## src/hdl/chft_pkg.sv

```systemverilog
// chft_pkg: shared constants, codes and types for the chained hash filter table
// depends on nothing; used by chft_alu, chained_hash_filter_table_top and the bench
`default_nettype none

package chft_pkg;

    // default sizes, handed to the top level parameters
    localparam int BUCKETS_DEF  = 16;
    localparam int POOL_DEF     = 32;
    localparam int KEY_BITS_DEF = 16;

    // fixed field widths of the request and result ports
    localparam int KEY_W   = 16;
    localparam int LEVEL_W = 8;

    // request codes
    localparam logic REQ_INSERT = 1'b0;
    localparam logic REQ_DELETE = 1'b1;

    // status codes
    localparam logic STATUS_OK   = 1'b0;
    localparam logic STATUS_FULL = 1'b1;

    // compare flags from the shared subtract unit
    typedef struct packed {
        logic ge;
        logic eq;
    } chft_flags_t;

endpackage

`default_nettype wire

```

## src/hdl/chft_ram.sv

```systemverilog
// chft_ram: generic single-write, single-read ram with registered read data
// depends on nothing
`default_nettype none

module chft_ram #(
    parameter int WIDTH = 8,
    parameter int DEPTH = 16
) (
    input  wire logic                                    clk,
    input  wire logic                                    we,
    input  wire logic [((DEPTH > 1) ? $clog2(DEPTH) : 1)-1:0] waddr,
    input  wire logic [WIDTH-1:0]                        wdata,
    input  wire logic [((DEPTH > 1) ? $clog2(DEPTH) : 1)-1:0] raddr,
    output logic      [WIDTH-1:0]                        rdata
);

    logic [WIDTH-1:0] mem [DEPTH];
    logic [WIDTH-1:0] rdata_reg;

    always_ff @(posedge clk)
    begin
        if (we)
        begin
            mem[waddr] <= wdata;
        end
        rdata_reg <= mem[raddr];
    end

    assign rdata = rdata_reg;

endmodule

`default_nettype wire

```

## src/hdl/chft_alu.sv

```systemverilog
// chft_alu: shared subtract and compare unit used for the bucket remainder and key match
// depends on chft_pkg
`default_nettype none

module chft_alu #(
    parameter int W = chft_pkg::KEY_W
) (
    input  wire logic [W-1:0]        a,
    input  wire logic [W-1:0]        b,
    output logic      [W-1:0]        diff,
    output chft_pkg::chft_flags_t    flags
);

    always_comb
    begin
        diff     = a - b;
        flags.ge = (a >= b);
        flags.eq = (a == b);
    end

endmodule

`default_nettype wire

```

## src/hdl/chained_hash_filter_table_top.sv

```systemverilog
// chained_hash_filter_table_top: hash table of component keys to levels, chained pool slots
// depends on chft_pkg, chft_ram, chft_alu
// steps: the remainder (reciprocal multiply, then subtract), the head read, a read and
//   compare per chain slot visited, the action, and (insert of a new key) a scan of up to
//   POOL_ENTRIES slots for a free one, then a link write when the chain had a tail;
//   done is registered and shows in the cycle after the last step
// throughput: one request at a time, set by the shared subtract unit and the single slot ram port
// reset: rst_n clears the sequencer, bucket and slot valid bits; ram contents are left as is
`default_nettype none

module chained_hash_filter_table_top #(
    parameter int BUCKETS      = chft_pkg::BUCKETS_DEF,
    parameter int POOL_ENTRIES = chft_pkg::POOL_DEF,
    parameter int KEY_BITS     = chft_pkg::KEY_BITS_DEF
) (
    input  wire logic                          clk,
    input  wire logic                          rst_n,
    input  wire logic                          start,
    output logic                               busy,
    input  wire logic                          req_type,
    input  wire logic [chft_pkg::KEY_W-1:0]    component_key,
    input  wire logic [chft_pkg::LEVEL_W-1:0]  level_value,
    output logic                               done,
    output logic                               status
);

    // key bits actually used, bucket index width
    localparam int SK  = (KEY_BITS < chft_pkg::KEY_W) ? KEY_BITS : chft_pkg::KEY_W;
    localparam int BW  = (BUCKETS > 1) ? $clog2(BUCKETS) : 1;
    localparam int AW  = (SK > BW) ? SK : BW;
    localparam int PIW = (POOL_ENTRIES > 1) ? $clog2(POOL_ENTRIES) : 1;
    localparam int SW  = $clog2(POOL_ENTRIES + 1);
    localparam int LW  = chft_pkg::LEVEL_W;
    // slot word: {key, level, link, has_link}
    localparam int SWW = SK + LW + PIW + 1;
    // reciprocal of the bucket count, exact quotient for every SK-bit key
    localparam int     LB    = (BUCKETS > 1) ? $clog2(BUCKETS) : 0;
    localparam int     SH    = SK + LB;
    localparam int     PW    = 2 * SK + 1;
    localparam longint RECIP = ((longint'(1) << SH) + longint'(BUCKETS) - 1) / longint'(BUCKETS);

    typedef enum logic [3:0] {
        S_IDLE,
        S_MOD,
        S_REM,
        S_HREAD,
        S_HEAD,
        S_SREAD,
        S_SCMP,
        S_ACT,
        S_SCAN,
        S_LINK
    } state_t;

    state_t            state_reg, state_next;
    logic              req_reg, req_next;
    logic [SK-1:0]     key_reg, key_next;
    logic [LW-1:0]     level_reg, level_next;
    logic [SK-1:0]     quot_reg, quot_next;
    logic [BW-1:0]     rem_reg, rem_next;
    logic [PIW-1:0]    cur_reg, cur_next;
    logic [SW-1:0]     steps_reg, steps_next;
    logic              found_reg, found_next;
    logic              hasprev_reg, hasprev_next;
    logic [PIW-1:0]    prev_reg, prev_next;
    logic [SWW-1:0]    prevw_reg, prevw_next;
    logic [SWW-1:0]    hitw_reg, hitw_next;
    logic [PIW-1:0]    idx_reg, idx_next;
    logic [PIW-1:0]    fresh_reg, fresh_next;
    logic [BUCKETS-1:0]      used_reg, used_next;
    logic [POOL_ENTRIES-1:0] valid_reg, valid_next;
    logic              done_reg, done_next;
    logic              status_reg, status_next;

    // shared subtract / compare unit
    logic [AW-1:0]          alu_a, alu_b, alu_diff;
    chft_pkg::chft_flags_t  alu_flags;
    logic [PW-1:0]          prod;

    // slot ram port
    logic              slot_we;
    logic [PIW-1:0]    slot_waddr, slot_raddr;
    logic [SWW-1:0]    slot_wdata, slot_rdata;

    // head ram port
    logic              head_we;
    logic [PIW-1:0]    head_wdata, head_rdata;

    // fields of the slot word just read, and the range check of the current slot
    logic [SK-1:0]     rd_key;
    logic [PIW-1:0]    rd_link;
    logic              rd_has;
    logic              cur_ok;

    assign rd_key  = slot_rdata[SWW-1 -: SK];
    assign rd_link = slot_rdata[PIW:1];
    assign rd_has  = slot_rdata[0];
    assign cur_ok  = ({1'b0, cur_reg} < (PIW + 1)'(POOL_ENTRIES));

    // key times the bucket reciprocal; the quotient sits from bit SH upward
    assign prod = PW'(key_reg) * PW'(RECIP);

    chft_alu #(
        .W (AW)
    ) u_alu (
        .a     (alu_a),
        .b     (alu_b),
        .diff  (alu_diff),
        .flags (alu_flags)
    );

    chft_ram #(
        .WIDTH (SWW),
        .DEPTH (POOL_ENTRIES)
    ) u_slot_ram (
        .clk   (clk),
        .we    (slot_we),
        .waddr (slot_waddr),
        .wdata (slot_wdata),
        .raddr (slot_raddr),
        .rdata (slot_rdata)
    );

    chft_ram #(
        .WIDTH (PIW),
        .DEPTH (BUCKETS)
    ) u_head_ram (
        .clk   (clk),
        .we    (head_we),
        .waddr (rem_reg),
        .wdata (head_wdata),
        .raddr (rem_reg),
        .rdata (head_rdata)
    );

    // operand selection for the shared unit
    always_comb
    begin
        alu_a = '0;
        alu_b = '0;
        if (state_reg == S_REM)
        begin
            alu_a = AW'(key_reg);
            alu_b = AW'(32'(quot_reg) * 32'(BUCKETS));
        end
        else if (state_reg == S_SCMP)
        begin
            alu_a = AW'(key_reg);
            alu_b = AW'(rd_key);
        end
    end

    // sequencer next state and datapath
    always_comb
    begin
        state_next   = state_reg;
        req_next     = req_reg;
        key_next     = key_reg;
        level_next   = level_reg;
        quot_next    = quot_reg;
        rem_next     = rem_reg;
        cur_next     = cur_reg;
        steps_next   = steps_reg;
        found_next   = found_reg;
        hasprev_next = hasprev_reg;
        prev_next    = prev_reg;
        prevw_next   = prevw_reg;
        hitw_next    = hitw_reg;
        idx_next     = idx_reg;
        fresh_next   = fresh_reg;
        used_next    = used_reg;
        valid_next   = valid_reg;
        done_next    = 1'b0;
        status_next  = chft_pkg::STATUS_OK;
        slot_we      = 1'b0;
        slot_waddr   = cur_reg;
        slot_wdata   = '0;
        slot_raddr   = cur_reg;
        head_we      = 1'b0;
        head_wdata   = '0;

        unique case (state_reg)
            S_IDLE:
            begin
                if (start)
                begin
                    req_next     = req_type;
                    key_next     = component_key[SK-1:0];
                    level_next   = level_value;
                    found_next   = 1'b0;
                    hasprev_next = 1'b0;
                    state_next   = S_MOD;
                end
            end

            // bucket quotient by reciprocal multiply
            S_MOD:
            begin
                quot_next  = SK'(prod >> SH);
                state_next = S_REM;
            end

            // remainder = key - quotient * buckets in the shared unit
            S_REM:
            begin
                rem_next   = alu_diff[BW-1:0];
                state_next = S_HREAD;
            end

            // head ram read in flight
            S_HREAD:
            begin
                state_next = S_HEAD;
            end

            S_HEAD:
            begin
                if (!used_reg[rem_reg])
                begin
                    state_next = S_ACT;
                end
                else
                begin
                    cur_next   = head_rdata;
                    steps_next = '0;
                    state_next = S_SREAD;
                end
            end

            // a free or out-of-range slot ends the chain
            S_SREAD:
            begin
                if (cur_ok && valid_reg[cur_reg])
                begin
                    state_next = S_SCMP;
                end
                else
                begin
                    state_next = S_ACT;
                end
            end

            S_SCMP:
            begin
                if (alu_flags.eq)
                begin
                    found_next = 1'b1;
                    hitw_next  = slot_rdata;
                    state_next = S_ACT;
                end
                else
                begin
                    prev_next    = cur_reg;
                    hasprev_next = 1'b1;
                    prevw_next   = slot_rdata;
                    steps_next   = steps_reg + SW'(1);
                    if (!rd_has || ((steps_reg + SW'(1)) == SW'(POOL_ENTRIES)))
                    begin
                        state_next = S_ACT;
                    end
                    else
                    begin
                        cur_next   = rd_link;
                        state_next = S_SREAD;
                    end
                end
            end

            S_ACT:
            begin
                if (req_reg == chft_pkg::REQ_INSERT)
                begin
                    if (found_reg)
                    begin
                        // level update in place
                        slot_we    = 1'b1;
                        slot_waddr = cur_reg;
                        slot_wdata = {key_reg, level_reg, hitw_reg[PIW:0]};
                        done_next  = 1'b1;
                        state_next = S_IDLE;
                    end
                    else
                    begin
                        idx_next   = '0;
                        state_next = S_SCAN;
                    end
                end
                else
                begin
                    if (found_reg)
                    begin
                        // unlink the hit, joining the rest of the chain
                        if (hasprev_reg)
                        begin
                            slot_we    = 1'b1;
                            slot_waddr = prev_reg;
                            slot_wdata = {prevw_reg[SWW-1:PIW+1], hitw_reg[PIW:0]};
                        end
                        else if (hitw_reg[0])
                        begin
                            head_we    = 1'b1;
                            head_wdata = hitw_reg[PIW:1];
                        end
                        else
                        begin
                            used_next[rem_reg] = 1'b0;
                        end
                        valid_next[cur_reg] = 1'b0;
                    end
                    done_next  = 1'b1;
                    state_next = S_IDLE;
                end
            end

            // lowest free slot, one per cycle
            S_SCAN:
            begin
                if (!valid_reg[idx_reg])
                begin
                    slot_we             = 1'b1;
                    slot_waddr          = idx_reg;
                    slot_wdata          = {key_reg, level_reg, {PIW{1'b0}}, 1'b0};
                    valid_next[idx_reg] = 1'b1;
                    fresh_next          = idx_reg;
                    if (hasprev_reg)
                    begin
                        state_next = S_LINK;
                    end
                    else
                    begin
                        head_we            = 1'b1;
                        head_wdata         = idx_reg;
                        used_next[rem_reg] = 1'b1;
                        done_next          = 1'b1;
                        state_next         = S_IDLE;
                    end
                end
                else if (idx_reg == PIW'(POOL_ENTRIES - 1))
                begin
                    status_next = chft_pkg::STATUS_FULL;
                    done_next   = 1'b1;
                    state_next  = S_IDLE;
                end
                else
                begin
                    idx_next = idx_reg + PIW'(1);
                end
            end

            // append the new slot after the old tail
            S_LINK:
            begin
                slot_we    = 1'b1;
                slot_waddr = prev_reg;
                slot_wdata = {prevw_reg[SWW-1:PIW+1], fresh_reg, 1'b1};
                done_next  = 1'b1;
                state_next = S_IDLE;
            end

            default:
            begin
                state_next = S_IDLE;
            end
        endcase
    end

    always_ff @(posedge clk or negedge rst_n)
    begin
        if (!rst_n)
        begin
            state_reg  <= S_IDLE;
            used_reg   <= '0;
            valid_reg  <= '0;
            done_reg   <= 1'b0;
            status_reg <= chft_pkg::STATUS_OK;
        end
        else
        begin
            state_reg  <= state_next;
            used_reg   <= used_next;
            valid_reg  <= valid_next;
            done_reg   <= done_next;
            status_reg <= status_next;
        end
    end

    // payload registers, no reset needed
    always_ff @(posedge clk)
    begin
        req_reg     <= req_next;
        key_reg     <= key_next;
        level_reg   <= level_next;
        quot_reg    <= quot_next;
        rem_reg     <= rem_next;
        cur_reg     <= cur_next;
        steps_reg   <= steps_next;
        found_reg   <= found_next;
        hasprev_reg <= hasprev_next;
        prev_reg    <= prev_next;
        prevw_reg   <= prevw_next;
        hitw_reg    <= hitw_next;
        idx_reg     <= idx_next;
        fresh_reg   <= fresh_next;
    end

    assign busy   = (state_reg != S_IDLE);
    assign done   = done_reg;
    assign status = status_reg;

`ifndef ASSERT_OFF
    // a transfer starts the sequencer
    a_start_busy: assert property (@(posedge clk) disable iff (!rst_n)
        (start && !busy) |=> busy)
        else $error("accepted request did not raise busy");

    // every finished request gives exactly one result strobe
    a_fell_done: assert property (@(posedge clk) disable iff (!rst_n)
        $fell(busy) |-> done)
        else $error("sequencer returned to idle without a result");

    a_done_pulse: assert property (@(posedge clk) disable iff (!rst_n)
        done |=> !done)
        else $error("result strobe longer than one cycle");

    // full status only on an insert result
    a_full_insert: assert property (@(posedge clk) disable iff (!rst_n)
        status |-> (done && (req_reg == chft_pkg::REQ_INSERT)))
        else $error("full status outside an insert result");

    // the reciprocal quotient never overshoots the key
    a_rem_ge: assert property (@(posedge clk) disable iff (!rst_n)
        (state_reg == S_REM) |-> alu_flags.ge)
        else $error("bucket quotient too large");
`endif

endmodule

`default_nettype wire

```

## config.mk

```make
export PLATFORM = sky130hd
export DESIGN_NAME = chained_hash_filter_table_top
export DESIGN_NICKNAME = d
export VERILOG_FILES = /design/src/hdl/chft_pkg.sv /design/src/hdl/chft_ram.sv /design/src/hdl/chft_alu.sv /design/src/hdl/chained_hash_filter_table_top.sv
export SDC_FILE = /design/constraint.sdc
export NUM_CORES = 1
export LEC_CHECK = 0
export ABC_AREA = 0
export BUFFER_PORTS_ARGS = -buffer_cell sky130_fd_sc_hd__buf_2
export CAP_MARGIN = 20
export CORE_UTILIZATION = 50
export CTS_CLUSTER_SIZE = 14
export DETAILED_ROUTE_END_ITERATION = 6
export PLACE_DENSITY = 0.65
export SETUP_SLACK_MARGIN = 0.15
export SYNTH_ARGS = -nofsm -noshare
export SYNTH_HDL_FRONTEND = slang
export SYNTH_SLANG_ARGS = --single-unit
```

## constraint.sdc

```tcl
create_clock -name clk -period 11.6 [get_ports clk]
set_input_delay 1.16 -clock clk [delete_from_list [all_inputs] [get_ports clk]]
set_output_delay 1.16 -clock clk [all_outputs]
set_load 0.01 [all_outputs]
```

# Word-level counts from Yosys, hierarchy flattened
# Memory sizes are Yosys's and may differ from the RTL's. A register that Yosys moved wholly into a read port is not among the register bits.
# Index checks and enable logic that the tools add are counted.
totals:
  elab_cells: 184
  inputBits: 28
  n_memories: 2
  ram_bits: 1040
  output_inout_bits: 3
  ff_bits: 159
op_classes:
  addsub: 3
  reduce_logical: 22
  n_bitwise: 8
  n_eq_ne: 28
  order_cmp: 6
  muxes: 96
mem_list:
  columns: ["memory", "depth", "word_bits", "read_ports", "rd_clocked_by_memory_dff", "write_ports", "line_no", "text"]
  rows:
  - ["u_slot_ram.mem", 32, 30, 1, 1, 1, "chft_ram.sv:17", "logic [WIDTH-1:0] mem [DEPTH];"]
  - ["u_head_ram.mem", 16, 5, 1, 1, 1, "chft_ram.sv:17", null]
ops:
  columns: ["operator", "count"]
  rows:
  - ["$mux 16", 10]
  - ["$mux 30", 5]
  - ["$mux 32", 3]
  - ["$pmux 30 s3", 1]
  - ["$mux 5", 17]
  - ["$pmux 32 s2", 1]
  - ["$pmux 4 s9", 1]
  - ["$and 32x32->32", 1]
  - ["$not 32->32", 1]
  - ["$or 32x32->32", 1]
  - ["$pmux 16 s2", 1]
  - ["$mux 1", 30]
  - ["$ne 2x2->1 const B", 15]
  - ["$pmux 5 s2", 3]
  - ["$mux 4", 6]
  - ["$and 16x16->16", 1]
  - ["$eq 16x16->1", 1]
  - ["$eq 4x3->1 const B", 4]
  - ["$not 16->16", 1]
  - ["$or 16x16->16", 1]
  - ["$pmux 5 s3", 1]
  - ["$lt 5x6->1 const B", 2]
  - ["$mux 6", 2]
  - ["$pmux 6 s2", 1]
  - ["other kinds (31)", 53]

# Depth between registers and ports, before layout
# Gate-level depths: netlist (run 1).
depth:
  depth_word: 11
  ltp_mapped: 11
  mapped_depth_nobuf: 9

# Hierarchy
# Synthesis (run 1) repeated with hierarchy kept, for this count alone.
hier_totals:
  hier_cells: 3005
  hier_area_um2: 49662.6
modules_own_cells:
  columns: ["module", "seq_area_each_um2", "n_inst", "area_each_um2", "cells_each"]
  rows:
  - ["chft_ram at u_slot_ram", 29428.2, 1, 38059.0, 2122]
  - ["chained_hash_filter_table_top", 4324.1, 1, 7531.0, 603]
  - ["chft_ram at u_head_ram", 2502.4, 1, 3213.1, 155]
  - ["chft_alu", 0.0, 1, 859.6, 125]

# Least setup slack after synthesis (run 1)
# No wires, ideal clock.
synth_path:
  path_kind: "register -> register"
  from: "register idx_reg[1]"
  to: "memory u_slot_ram.mem[20][0] (netlist name), enable pin"
  arrival_ns: 3.600
  t_required_ns: 11.197
  slack_ns: 7.597
  synth_period_minus_slack_ns: 4.003
  setup_ns: 0.403
  path_stages_with_launch: 10
  cell_sequence: "edfxtp_1 -> buf_4 -> buf_6 -> mux2i_1 -> o22ai_1 -> or3_4 -> a221o_1 -> a221oi_1 -> nand3_1 -> nor2b_1"
synth_between:
  elab_chain_cells: 6
synth_rtl:
  columns: ["item", "line_no", "text"]
  rows:
  - ["start: declaration", "chained_hash_filter_table_top.sv:68", "logic [PIW-1:0] idx_reg, idx_next;"]
  - ["start signal: assignment", "chained_hash_filter_table_top.sv:402", "idx_reg <= idx_next;"]
  - ["$bmux 1 s5", "chained_hash_filter_table_top.sv:318", "if (!valid_reg[idx_reg])"]
  - ["$mux 1 (implied by the code)", "chained_hash_filter_table_top.sv:318", null]
  - ["$mux 1", "chained_hash_filter_table_top.sv:318", null]
  - ["$pmux 1 s3", "chained_hash_filter_table_top.sv:182", "unique case (state_reg)"]
  - ["$mux 1", "chft_ram.sv:22", "if (we)"]
  - ["$mux 1 (implied by the code)", "chft_ram.sv:24", "mem[waddr] <= wdata;"]
  - ["end: declaration", "chft_ram.sv:17", null]
# Several ways; a longest one is shown, not always the timed one. The select of a mux whose other input is x is not followed.

# Worst setup path in the final report (run 1)
layout_path:
  from: "register idx_reg[2]"
  to: "memory u_slot_ram.mem[9][2] (netlist name), enable pin"
# The elaborated chain is that of the path after synthesis.

==> results of run 1 <==
==> per-layer routing <==
| metal | vias to the layer above | GRT usage, % | share of wire [%] |
|---|---|---|---|
| li1 | 7800 | - | - |
| met1 | 10030 | 34.22 | 42 |
| met2 | 851 | 38.06 | 49 |
| met3 | 140 | 4.177 | 7.5 |
| met4 | 0 | 6.813 | 2.3 |
| met5 | - | 0 | 0 |
==> synthesized netlist by cell type, types with 18 or more instances <==
cell | n | share of area, %
a22o_1 | 27 | 0.64
a22oi_1 | 89 | 1.8
buf_1 | 22 | 0.22
clkbuf_1 | 73 | 0.74
dfrtp_1 | 54 | 3.6
dfxtp_1 | 27 | 1.5
edfxtp_1 | 867 | 70
mux2i_1 | 25 | 0.68
mux4_2 | 216 | 13
nand2_1 | 56 | 0.57
nand3_1 | 18 | 0.24
nand4_1 | 25 | 0.42
nor2_1 | 65 | 0.66
o21ai_0 | 34 | 0.46
xnor2_1 | 18 | 0.43
==> kinds of logic (layout without fill, tap and decap cells) <==
kind of cell,count (synthesis),in the layout,share of synthesized area [%]
buffers and inverters,118,253,1.286
XOR/XNOR,21,21,0.4962
AO/OA/AOI/OAI,212,212,4.189
multiplexers,258,258,14.32
adder cells (fa/ha/maj),10,10,0.3578
flip-flops,948,948,75.35
AND/OR/NAND/NOR,277,277,4.007
==> final timing paths <==
path                       depth (start not counted)  slack (ps)                  from                    endpoint
max in group asynchronous                          2       10460                 rst_n                state_reg[2]
max                                                7        6550            idx_reg[2]        u_slot_ram.mem[9][2]
max reg2reg                                        7        6550            idx_reg[2]        u_slot_ram.mem[9][2]
min                                                0         430  u_slot_ram.rdata[27]               prevw_reg[27]
min in group asynchronous                          2         650                 rst_n  asynchronous set/reset pin
min reg2reg                                        0         430  u_slot_ram.rdata[27]               prevw_reg[27]
==> worst max-delay path: stages, from the launching register on <==
cell and delay (ps):
edfxtp_1 860, nand3b_1 330, o22ai_1 130, or3_1 450, a211oi_4 700, or3_1 310
or4b_1 840, nor2_4 1010
==> cell type report <==
cell class	count	area [um^2]	share of cell area [%]
inverter	13	48.80	0.1170
sequential	948	27930	66.97
timing repair buffer	69	735.7	1.764
multi-input combinational	778	8894	21.33
tap	959	1200	2.877
clock inverter	33	286.5	0.6871
clock buffer	138	2609	6.256
==> power by group through the flow <==
stage	Combinational (mW)	Sequential, mW	Clock [mW]
after detailed placement	1.64	4.16	0
after global routing	1.77	4.10	3.04
after floorplan	1.16	4.08	0
after global placement	1.62	4.15	0
final	1.66	4.09	2.87
after CTS	1.65	4.09	2.91
==> metrics by stage <==
step	total power [mW]	setup slack [ps]	utilization [%]
6_report	8.618	6553	56.96
5_1_grt	8.905	6383	56.96
4_1_cts	8.642	6579	56.54
3_5_place_dp	5.795	6610	52.59
3_3_place_gp	5.768	6574	52.48
2_1_floorplan	5.247	7597	-
==> flow_metrics.py, run 1 <==
metrics = {
    "outcome": {
        "status": "complete, but fails checks",
        "violations": "DRC",
    },
    "detailed_routing": {
        "route.vias.total": 18820,
        "wl_per_cell_um": 30.10,
        "drtIter0Drc": 2127,
        "first_pass_iteration_count_of_the_detailed_router": 7,
        "drt.antenna.violating_nets": 0,
        "final_routed_wirelength_across_all_metal_layers_mm": 88.44,
        "post_route_drc": 4,
        "detail_route.vias_per_cell": 6.407,
    },
    "floorplanning": {
        "die_w_um": 274.3,
        "pin_count": 31,
        "dieHeight_um": 274.3,
        "fp.coreArea_um2": 73210,
        "start_util_pct": 50.63,
        "placement_rows": 99,
        "die_area_um2": 75220,
    },
    "logic_synthesis": {
        "synth.cell_area_um2": 37060,
        "yosys_most_used_dff": "edfxtp_1",
        "synth.ff_latch_count": 948,
        "synth_area_per_cell_um2": 20.10,
        "synthesis.instances": 1844,
        "yosys.cell_types.count": 67,
        "mappedNetlistNets": 1882,
        "number_of_synthesized_flops_with_an_enable_pin": 867,
        "yosysSeqAreaShare_pct": 75.35,
        "synthesis.yosys.warnings": 0,
        "postSynth.asyncResetShare_pct": 5.696,
    },
    "clocking": {
        "cts_repair_resize_count": 0,
        "cts_num_sinks": 948,
        "tritoncts": "yes",
        "cts_inserted_buffers": 94,
        "clkSlewWorstSetupHoldPaths_ps": 60,
        "clock_tree.htree_level_count": 3,
        "clockBufferDepth": 3,
        "hold_buffers": 0,
        "clock_insertion_delay_worst_skew_ps": 650,
        "clockRootBuffer": "clkbuf_16",
        "postCtsSetupRepairBufs": 0,
    },
    "critical_path": {
        "worst_setup_path_end_kind": "flip-flop",
        "timing.setup.critical_path_class": "flip-flop to flip-flop",
        "worstPathArrival_ps": 5300,
        "timing.critical_path.fanout_max": 22,
        "timing.critical_path.from_type": "flip-flop",
        "worst_ep_required_time_ps": 11850,
    },
    "sta": {
        "slew_headroom_pct": 21.05,
        "layout_worst_path_cycle_share_pct": 43.51,
        "worst_slew_pin_slew_ps": 1181,
        "setup-violations-final": 0,
        "finalHoldViolCount": 0,
        "clock_skew_ps": 34.73,
        "timing.fmax_mhz": 198.1,
        "tns_ps": 0,
        "min_period_ps": 5047,
        "rsz0062_at_grt": "false",
        "slew_violations": 0,
        "whs_ps": 430.8,
    },
    "power": {
        "vdd_drop_max_mv": 0.1662,
        "power.share.switching_pct": 27.48,
        "power_density_nw_per_um2": 206.7,
        "power.internal_mw": 6.250,
        "seq_power_share_pct": 47.4,
        "leakage_nw": 13.76,
        "clock_power_share_pct": 33.3,
        "power_switching_mw": 2.368,
        "combinationalPowerShare_pct": 19.3,
    },
    "grt": {
        "grtUsageTotal_pct": 23.93,
        "via_count_of_the_first_global_routing_pass": 18790,
        "grt_remaining_overflow": 0,
        "grt_antenna_before_repair": 1,
        "grt_start_max_net_pins": 144,
        "wire_length_of_the_first_global_routing_pass_mm": 128.3,
    },
    "layout": {
        "layout.filler_cells": 5319,
        "mostFrequentLayoutCells": "edfxtp_1 (867), mux4_2 (216), clkbuf_16 (98), a22oi_1 (89), nand2_1 (56)",
        "area_delta_synth_final_pct": 12.51,
        "drive_gt1_share_pct": 24.46,
        "layout.cells.most_common": "edfxtp_1",
        "antennaDiodeCount": 0,
        "max_ffs_per_register": 704,
        "layout.nets": 1942,
        "fin_area_um2": 41700,
        "layoutNonFillerInstCount": 2938,
    },
    "place": {
        "placed_cells_incl_taps": 2754,
        "routabilityCongestion": 0.8344,
        "post_dp_cell_area_um2": 38500,
        "dp.final_hpwl_mm": 47.67,
        "buffer_ports.inserted": 22,
    },
    "run": {
        "maxCapViolations": 0,
    },
    "min_path": {
        "worst_hold_path_type": "flip-flop to flip-flop",
    },
}
Power figures use the tool's default switching activity.
==> run 2: changes to the inputs <==
--- a/config.mk
+++ b/config.mk
@@ -11,7 +11,7 @@
 export CORE_UTILIZATION = 50
 export CTS_CLUSTER_SIZE = 14
 export DETAILED_ROUTE_END_ITERATION = 6
-export PLACE_DENSITY = 0.65
+export PLACE_DENSITY = 0.68
 export SETUP_SLACK_MARGIN = 0.15
 export SYNTH_ARGS = -nofsm -noshare
 export SYNTH_HDL_FRONTEND = slang
==> constraint.sdc (replaced) <==
create_clock -name clk -period 4.6 [get_ports clk]
set_input_delay 0.46 -clock clk [delete_from_list [all_inputs] [get_ports clk]]
set_output_delay 0.46 -clock clk [all_outputs]
set_load 0.01 [all_outputs]
==> flow_metrics.py, run 2 (synthesized netlist as in run 1, its figures left out) <==
metrics = {
    "grt": {
        "grt_remaining_overflow": 0,
        "grt_start_max_net_pins": 55,
        "wire_length_of_the_first_global_routing_pass_mm": 132.7,
        "grt_antenna_before_repair": 1,
        "grtUsageTotal_pct": 24.67,
        "via_count_of_the_first_global_routing_pass": 19560,
    },
    "critical_path": {
        "startpoint": "idx_reg[4]",
        "worst_ep_required_time_ps": 4920,
        "worstPathArrival_ps": 4560,
        "critical_path_depth_in_cells": 8,
        "critical-path-slowest-cell": "edfxtp_1",
        "timing.critical_path.from_type": "flip-flop",
        "critical-path-top-delay-family": "simple AND/OR/NAND/NOR gates",
        "timing.reg2reg.setup_slack_ps": 360,
        "worst_setup_path_end_kind": "flip-flop",
        "worstPathCellList": "nand3b_1, o22ai_1, or3_1, a221o_1, a221oi_2, nand3_1, nor2_4, buf_12",
        "timing.critical_path.fanout_max": 18,
        "r2r_cells": 8,
        "timing.rr.end": "u_slot_ram.mem[27][25]",
        "timing.setup.critical_path_class": "flip-flop to flip-flop",
        "endpoint": "u_slot_ram.mem[27][25]",
        "timing.rr.start": "idx_reg[4]",
        "max_stage_delay_ps": 830,
        "critPathBufInv": 1,
    },
    "layout": {
        "fin_area_um2": 42740,
        "layout.nets": 2041,
        "antennaDiodeCount": 0,
        "max_ffs_per_register": 704,
        "area_delta_synth_final_pct": 15.30,
        "layout.filler_cells": 5212,
        "drive_gt1_share_pct": 27.53,
        "layout.cells.most_common": "edfxtp_1",
        "finish.utilization_pct": 58.38,
        "mostFrequentLayoutCells": "edfxtp_1 (867), mux4_2 (216), buf_4 (103), clkbuf_16 (100), a22oi_1 (89)",
    },
    "clocking": {
        "clock_insertion_delay_worst_skew_ps": 670,
        "cts_inserted_buffers": 96,
        "postCtsSetupRepairBufs": 0,
        "clockRootBuffer": "clkbuf_16",
        "cts_num_sinks": 948,
        "tritoncts": "yes",
        "clkSlewWorstSetupHoldPaths_ps": 60,
        "clockBufferDepth": 3,
        "clock_tree.htree_level_count": 3,
    },
    "sta": {
        "tns_ps": 0,
        "rsz0062_at_grt": "false",
        "layout_worst_path_cycle_share_pct": 92.19,
        "clock_skew_ps": 53.57,
        "whs_ps": 175.5,
        "slew_violations": 0,
        "worst_slew_pin_slew_ps": 975.4,
        "finalHoldViolCount": 0,
        "slew_headroom_pct": 34.74,
        "timing.fmax_mhz": 235.8,
        "min_period_ps": 4241,
        "setup-violations-final": 0,
    },
    "floorplanning": {
        "die_w_um": 274.3,
        "die_area_um2": 75220,
        "start_util_pct": 50.63,
        "pin_count": 31,
        "dieHeight_um": 274.3,
        "placement_rows": 99,
        "fp.coreArea_um2": 73210,
    },
    "power": {
        "power_density_nw_per_um2": 525.7,
        "clock_power_share_pct": 34.3,
        "seq_power_share_pct": 46.2,
        "totalPowerFinal_mw": 22.47,
        "leakage_nw": 14.37,
        "vdd_drop_max_mv": 0.3193,
        "power.share.switching_pct": 27.91,
        "combinationalPowerShare_pct": 19.5,
        "power.internal_mw": 16.20,
        "power_switching_mw": 6.271,
    },
    "detailed_routing": {
        "first_pass_iteration_count_of_the_detailed_router": 7,
        "detail_route.vias_per_cell": 6.331,
        "post_route_drc": 7,
        "drtIter0Drc": 2538,
        "route.vias.total": 19270,
        "wl_per_cell_um": 29.79,
        "final_routed_wirelength_across_all_metal_layers_mm": 90.69,
        "drt.antenna.violating_nets": 0,
    },
    "outcome": {
        "status": "complete, but fails checks",
        "violations": "DRC",
    },
    "place": {
        "dp.final_hpwl_mm": 55.88,
        "post_dp_cell_area_um2": 39310,
        "routabilityCongestion": 0.8779,
        "buffer_ports.inserted": 22,
    },
    "min_path": {
        "worst_hold_path_type": "input pin to flip-flop",
    },
    "run": {
        "maxCapViolations": 0,
    },
}
run 2: cell types whose count changed in the layout (fill, tap and decap cells not counted), sizes merged:
cell,delta
buf,+82
bufinv,+4
clkinvlp,+3
inv,-3
clkinv,+12
dlygate4sd3,+18
clkbuf,-10
run 2: cell type report:
| type | count | area (um^2) | area share [%] |
|---|---|---|---|
| timing repair buffer | 166 | 1529 | 3.578 |
| tap | 959 | 1200 | 2.808 |
| multi-input combinational | 778 | 8876 | 20.77 |
| clock inverter | 49 | 486.7 | 1.139 |
| inverter | 13 | 48.80 | 0.1142 |
| sequential | 948 | 27930 | 65.35 |
| clock buffer | 131 | 2669 | 6.245 |
run 2: power groups by stage:
stage,clock (mW),sequential [mW],combinational [mW]
2_1_floorplan,0,10.3,2.94
3_3_place_gp,0,10.5,4.27
3_5_place_dp,0,10.5,4.34
4_1_cts,7.79,10.4,4.36
5_1_grt,8.13,10.4,4.63
6_report,7.71,10.4,4.38
run 2: layer usage:
metal	routed length [um]	share of wire (%)	vias up	GRT usage (%)
li1	-	-	8000	-
met1	37260	41	10150	35.19
met2	43870	48	980	39.45
met3	7498	8.3	139	4.387
met4	2065	2.3	0	6.769
met5	0	0	-	0
run 2: repair_timing:
item,CTS,global route
resized for setup,0,0
hold endpoints to repair,71,0
endpoints found under the setup margin,0,0
hold buffers,18,0
run 2: worst min-delay path by stage:
stage / startpoint / end / depth (start not counted)
3_3_place_gp: u_slot_ram.rdata[14] / prevw_reg[14] / 0
5_1_grt: start / state_reg[0] / 3
4_1_cts: start / state_reg[0] / 3
3_5_place_dp: u_slot_ram.rdata[23] / prevw_reg[23] / 0
2_1_floorplan: rst_n / asynchronous set/reset pin / 0
6_report: start / state_reg[0] / 3
run 2: worst reg2reg max path, cell delays in order (launching register included):
cell,delay (ps)
edfxtp_1,830
nand3b_1,290
o22ai_1,110
or3_1,450
a221o_1,530
a221oi_2,560
nand3_1,380
nor2_4,490
buf_12,250
run 2: stage by stage:
step                worst slack (ps)  std cells
floorplan                      596.6       1844
global placement               513.4       2840
detailed placement             477.3       2841
CTS                            418.3       3039
global route                   199.8       3044
finish                         359.1       3044
==> run 3: changes to the inputs <==
--- a/config.mk
+++ b/config.mk
@@ -9,9 +9,8 @@
 export BUFFER_PORTS_ARGS = -buffer_cell sky130_fd_sc_hd__buf_2
 export CAP_MARGIN = 20
 export CORE_UTILIZATION = 50
-export CTS_CLUSTER_SIZE = 14
 export DETAILED_ROUTE_END_ITERATION = 6
-export PLACE_DENSITY = 0.68
+export PLACE_DENSITY = 0.65
 export SETUP_SLACK_MARGIN = 0.15
 export SYNTH_ARGS = -nofsm -noshare
 export SYNTH_HDL_FRONTEND = slang
==> constraint.sdc (replaced) <==
create_clock -name clk -period 4.9 [get_ports clk]
set_input_delay 0.49 -clock clk [delete_from_list [all_inputs] [get_ports clk]]
set_output_delay 0.49 -clock clk [all_outputs]
set_load 0.01 [all_outputs]
==> flow_metrics.py, run 3 (synthesized netlist as in run 1, its figures left out) <==
metrics = {
    "outcome": {
        "status": "complete, but fails checks",
        "violations": "DRC, hold timing",
    },
    "floorplanning": {
        "placement_rows": 99,
        "start_util_pct": 50.63,
        "die_w_um": 274.3,
        "die_area_um2": 75220,
        "fp.coreArea_um2": 73210,
        "dieHeight_um": 274.3,
        "pin_count": 31,
    },
    "power": {
        "totalPowerFinal_mw": 20.96,
        "power_density_nw_per_um2": 492.4,
        "vdd_drop_max_mv": 0.3949,
        "leakage_nw": 14.22,
    },
    "sta": {
        "whs_ps": -19.02,
        "timing.fmax_mhz": 229.0,
        "slew_violations": 0,
        "finalHoldViolCount": 10,
        "worst_slew_pin_slew_ps": 1152,
        "setup-violations-final": 0,
        "slew_headroom_pct": 22.99,
        "layout_worst_path_cycle_share_pct": 89.13,
        "min_period_ps": 4367,
        "tns_ps": 0,
        "clock_skew_ps": 41.07,
        "rsz0062_at_grt": "false",
    },
    "critical_path": {
        "worstPathCellList": "mux2i_1, o22ai_1, or3_1, a221o_1, a221oi_2, nand3_1, nor2_4, buf_12",
        "timing.critical_path.from_type": "flip-flop",
        "startpoint": "idx_reg[1]",
        "critical-path-slowest-cell": "edfxtp_1",
        "timing.setup.critical_path_class": "flip-flop to flip-flop",
        "timing.rr.start": "idx_reg[1]",
        "max_stage_delay_ps": 960,
        "timing.critical_path.fanout_max": 17,
        "worst_ep_required_time_ps": 5270,
        "worst_setup_path_end_kind": "flip-flop",
        "worstPathArrival_ps": 4740,
        "r2r_cells": 8,
    },
    "min_path": {
        "worst_hold_path_type": "input pin to asynchronous set/reset pin",
    },
    "place": {
        "placed_cells_incl_taps": 2817,
        "buffer_ports.inserted": 22,
        "dp.final_hpwl_mm": 52.22,
        "routabilityCongestion": 0.8715,
    },
    "grt": {
        "grt_start_max_net_pins": 152,
        "grtUsageTotal_pct": 24.40,
        "via_count_of_the_first_global_routing_pass": 19150,
        "wire_length_of_the_first_global_routing_pass_mm": 130.6,
        "grt_remaining_overflow": 0,
        "grt_antenna_before_repair": 0,
    },
    "clocking": {
        "cts_inserted_buffers": 94,
        "clockBufferDepth": 3,
        "tritoncts": "yes",
        "clkSlewWorstSetupHoldPaths_ps": 60,
        "clock_tree.htree_level_count": 3,
        "postCtsSetupRepairBufs": 0,
        "cts_num_sinks": 948,
        "clockRootBuffer": "clkbuf_16",
        "clock_insertion_delay_worst_skew_ps": 660,
    },
    "layout": {
        "finish.utilization_pct": 58.16,
        "multi_input_comb_area_um2": 8887,
        "max_ffs_per_register": 704,
        "layoutNonFillerInstCount": 3014,
        "layout.cells.most_common": "edfxtp_1",
        "mostFrequentLayoutCells": "edfxtp_1 (867), mux4_2 (216), clkbuf_16 (95), a22oi_1 (89), buf_4 (74)",
        "layout.nets": 2013,
        "antennaDiodeCount": 0,
        "layout.filler_cells": 5234,
        "area_delta_synth_final_pct": 14.87,
        "drive_gt1_share_pct": 26.76,
        "area.sequential_um2": 27930,
    },
    "detailed_routing": {
        "drt.antenna.violating_nets": 0,
        "post_route_drc": 4,
        "route.vias.total": 19080,
        "first_pass_iteration_count_of_the_detailed_router": 7,
        "detail_route.vias_per_cell": 6.331,
        "wl_per_cell_um": 29.90,
        "final_routed_wirelength_across_all_metal_layers_mm": 90.12,
        "drtIter0Drc": 2163,
    },
    "run": {
        "maxCapViolations": 0,
    },
}
==> run 3: power by group <==
part	leakage, nW	total [mW]	internal, mW	switching (mW)
registers	9.29	9.69	9.39	0.297
logic	3.43	4.06	1.65	2.40
clock network	1.50	7.22	4.14	3.09
total	14.2	21.0	15.2	5.79
==> run 3: path summary, 6_finish.rpt <==
check / slack (ps) / to
hold / removal: -20 / asynchronous set/reset pin
setup reg to reg: 530 / u_slot_ram.mem[26][15]
hold reg to reg: 430 / hitw_reg[3]
max in group asynchronous: 4380 / valid_reg[26]
min in group clk: 20 / req_reg
setup / recovery: 530 / u_slot_ram.mem[26][15]
==> run 3: area by class of cell <==
cell class / count / share of cell area (%)
clock buffers: 116 / 5.792
clock inverters: 60 / 1.528
inverters: 13 / 0.1146
multi-input cells: 778 / 20.87
flip-flops and latches: 948 / 65.59
well taps: 959 / 2.818
repair buffers: 140 / 3.282
==> run 3: stage by stage <==
step                      worst slack [ps]  hold WS (ps)  area [um^2]
after global placement               584.9         413.5        39160
after CTS                            575.2       0.03347        42440
after floorplan                      896.6         194.4        37060
after global routing                 258.3         11.54        42580
final                                532.7        -19.02        42580
after detailed placement             595.3         413.0        39180
==> run 3: timing repair <==
item | in CTS | in global routing
resized for setup | 0 | 0
hold buffers | 15 | 0
endpoints found under the hold margin | 15 | 0
==> run 3: per-layer routing <==
| metal | share of wire [%] | wire length [um] | vias to the layer above | global-route usage, % |
|---|---|---|---|---|
| met5 | 0 | 0 | - | 0 |
| met4 | 2.7 | 2401 | 0 | 7.529 |
| met3 | 9.2 | 8299 | 135 | 4.825 |
| met2 | 47 | 41950 | 909 | 36.98 |
| met1 | 42 | 37470 | 10100 | 35.98 |
| li1 | - | - | 7935 | - |
==> run 3: worst max-delay path: cells and delay by family, from the launching register on <==
kind | cells | cell delay [ps]
AO/OA/AOI/OAI | 3 | 1150
buffers and inverters | 1 | 240
flip-flops | 1 | 960
multiplexers | 1 | 290
AND/OR/NAND/NOR | 3 | 1420
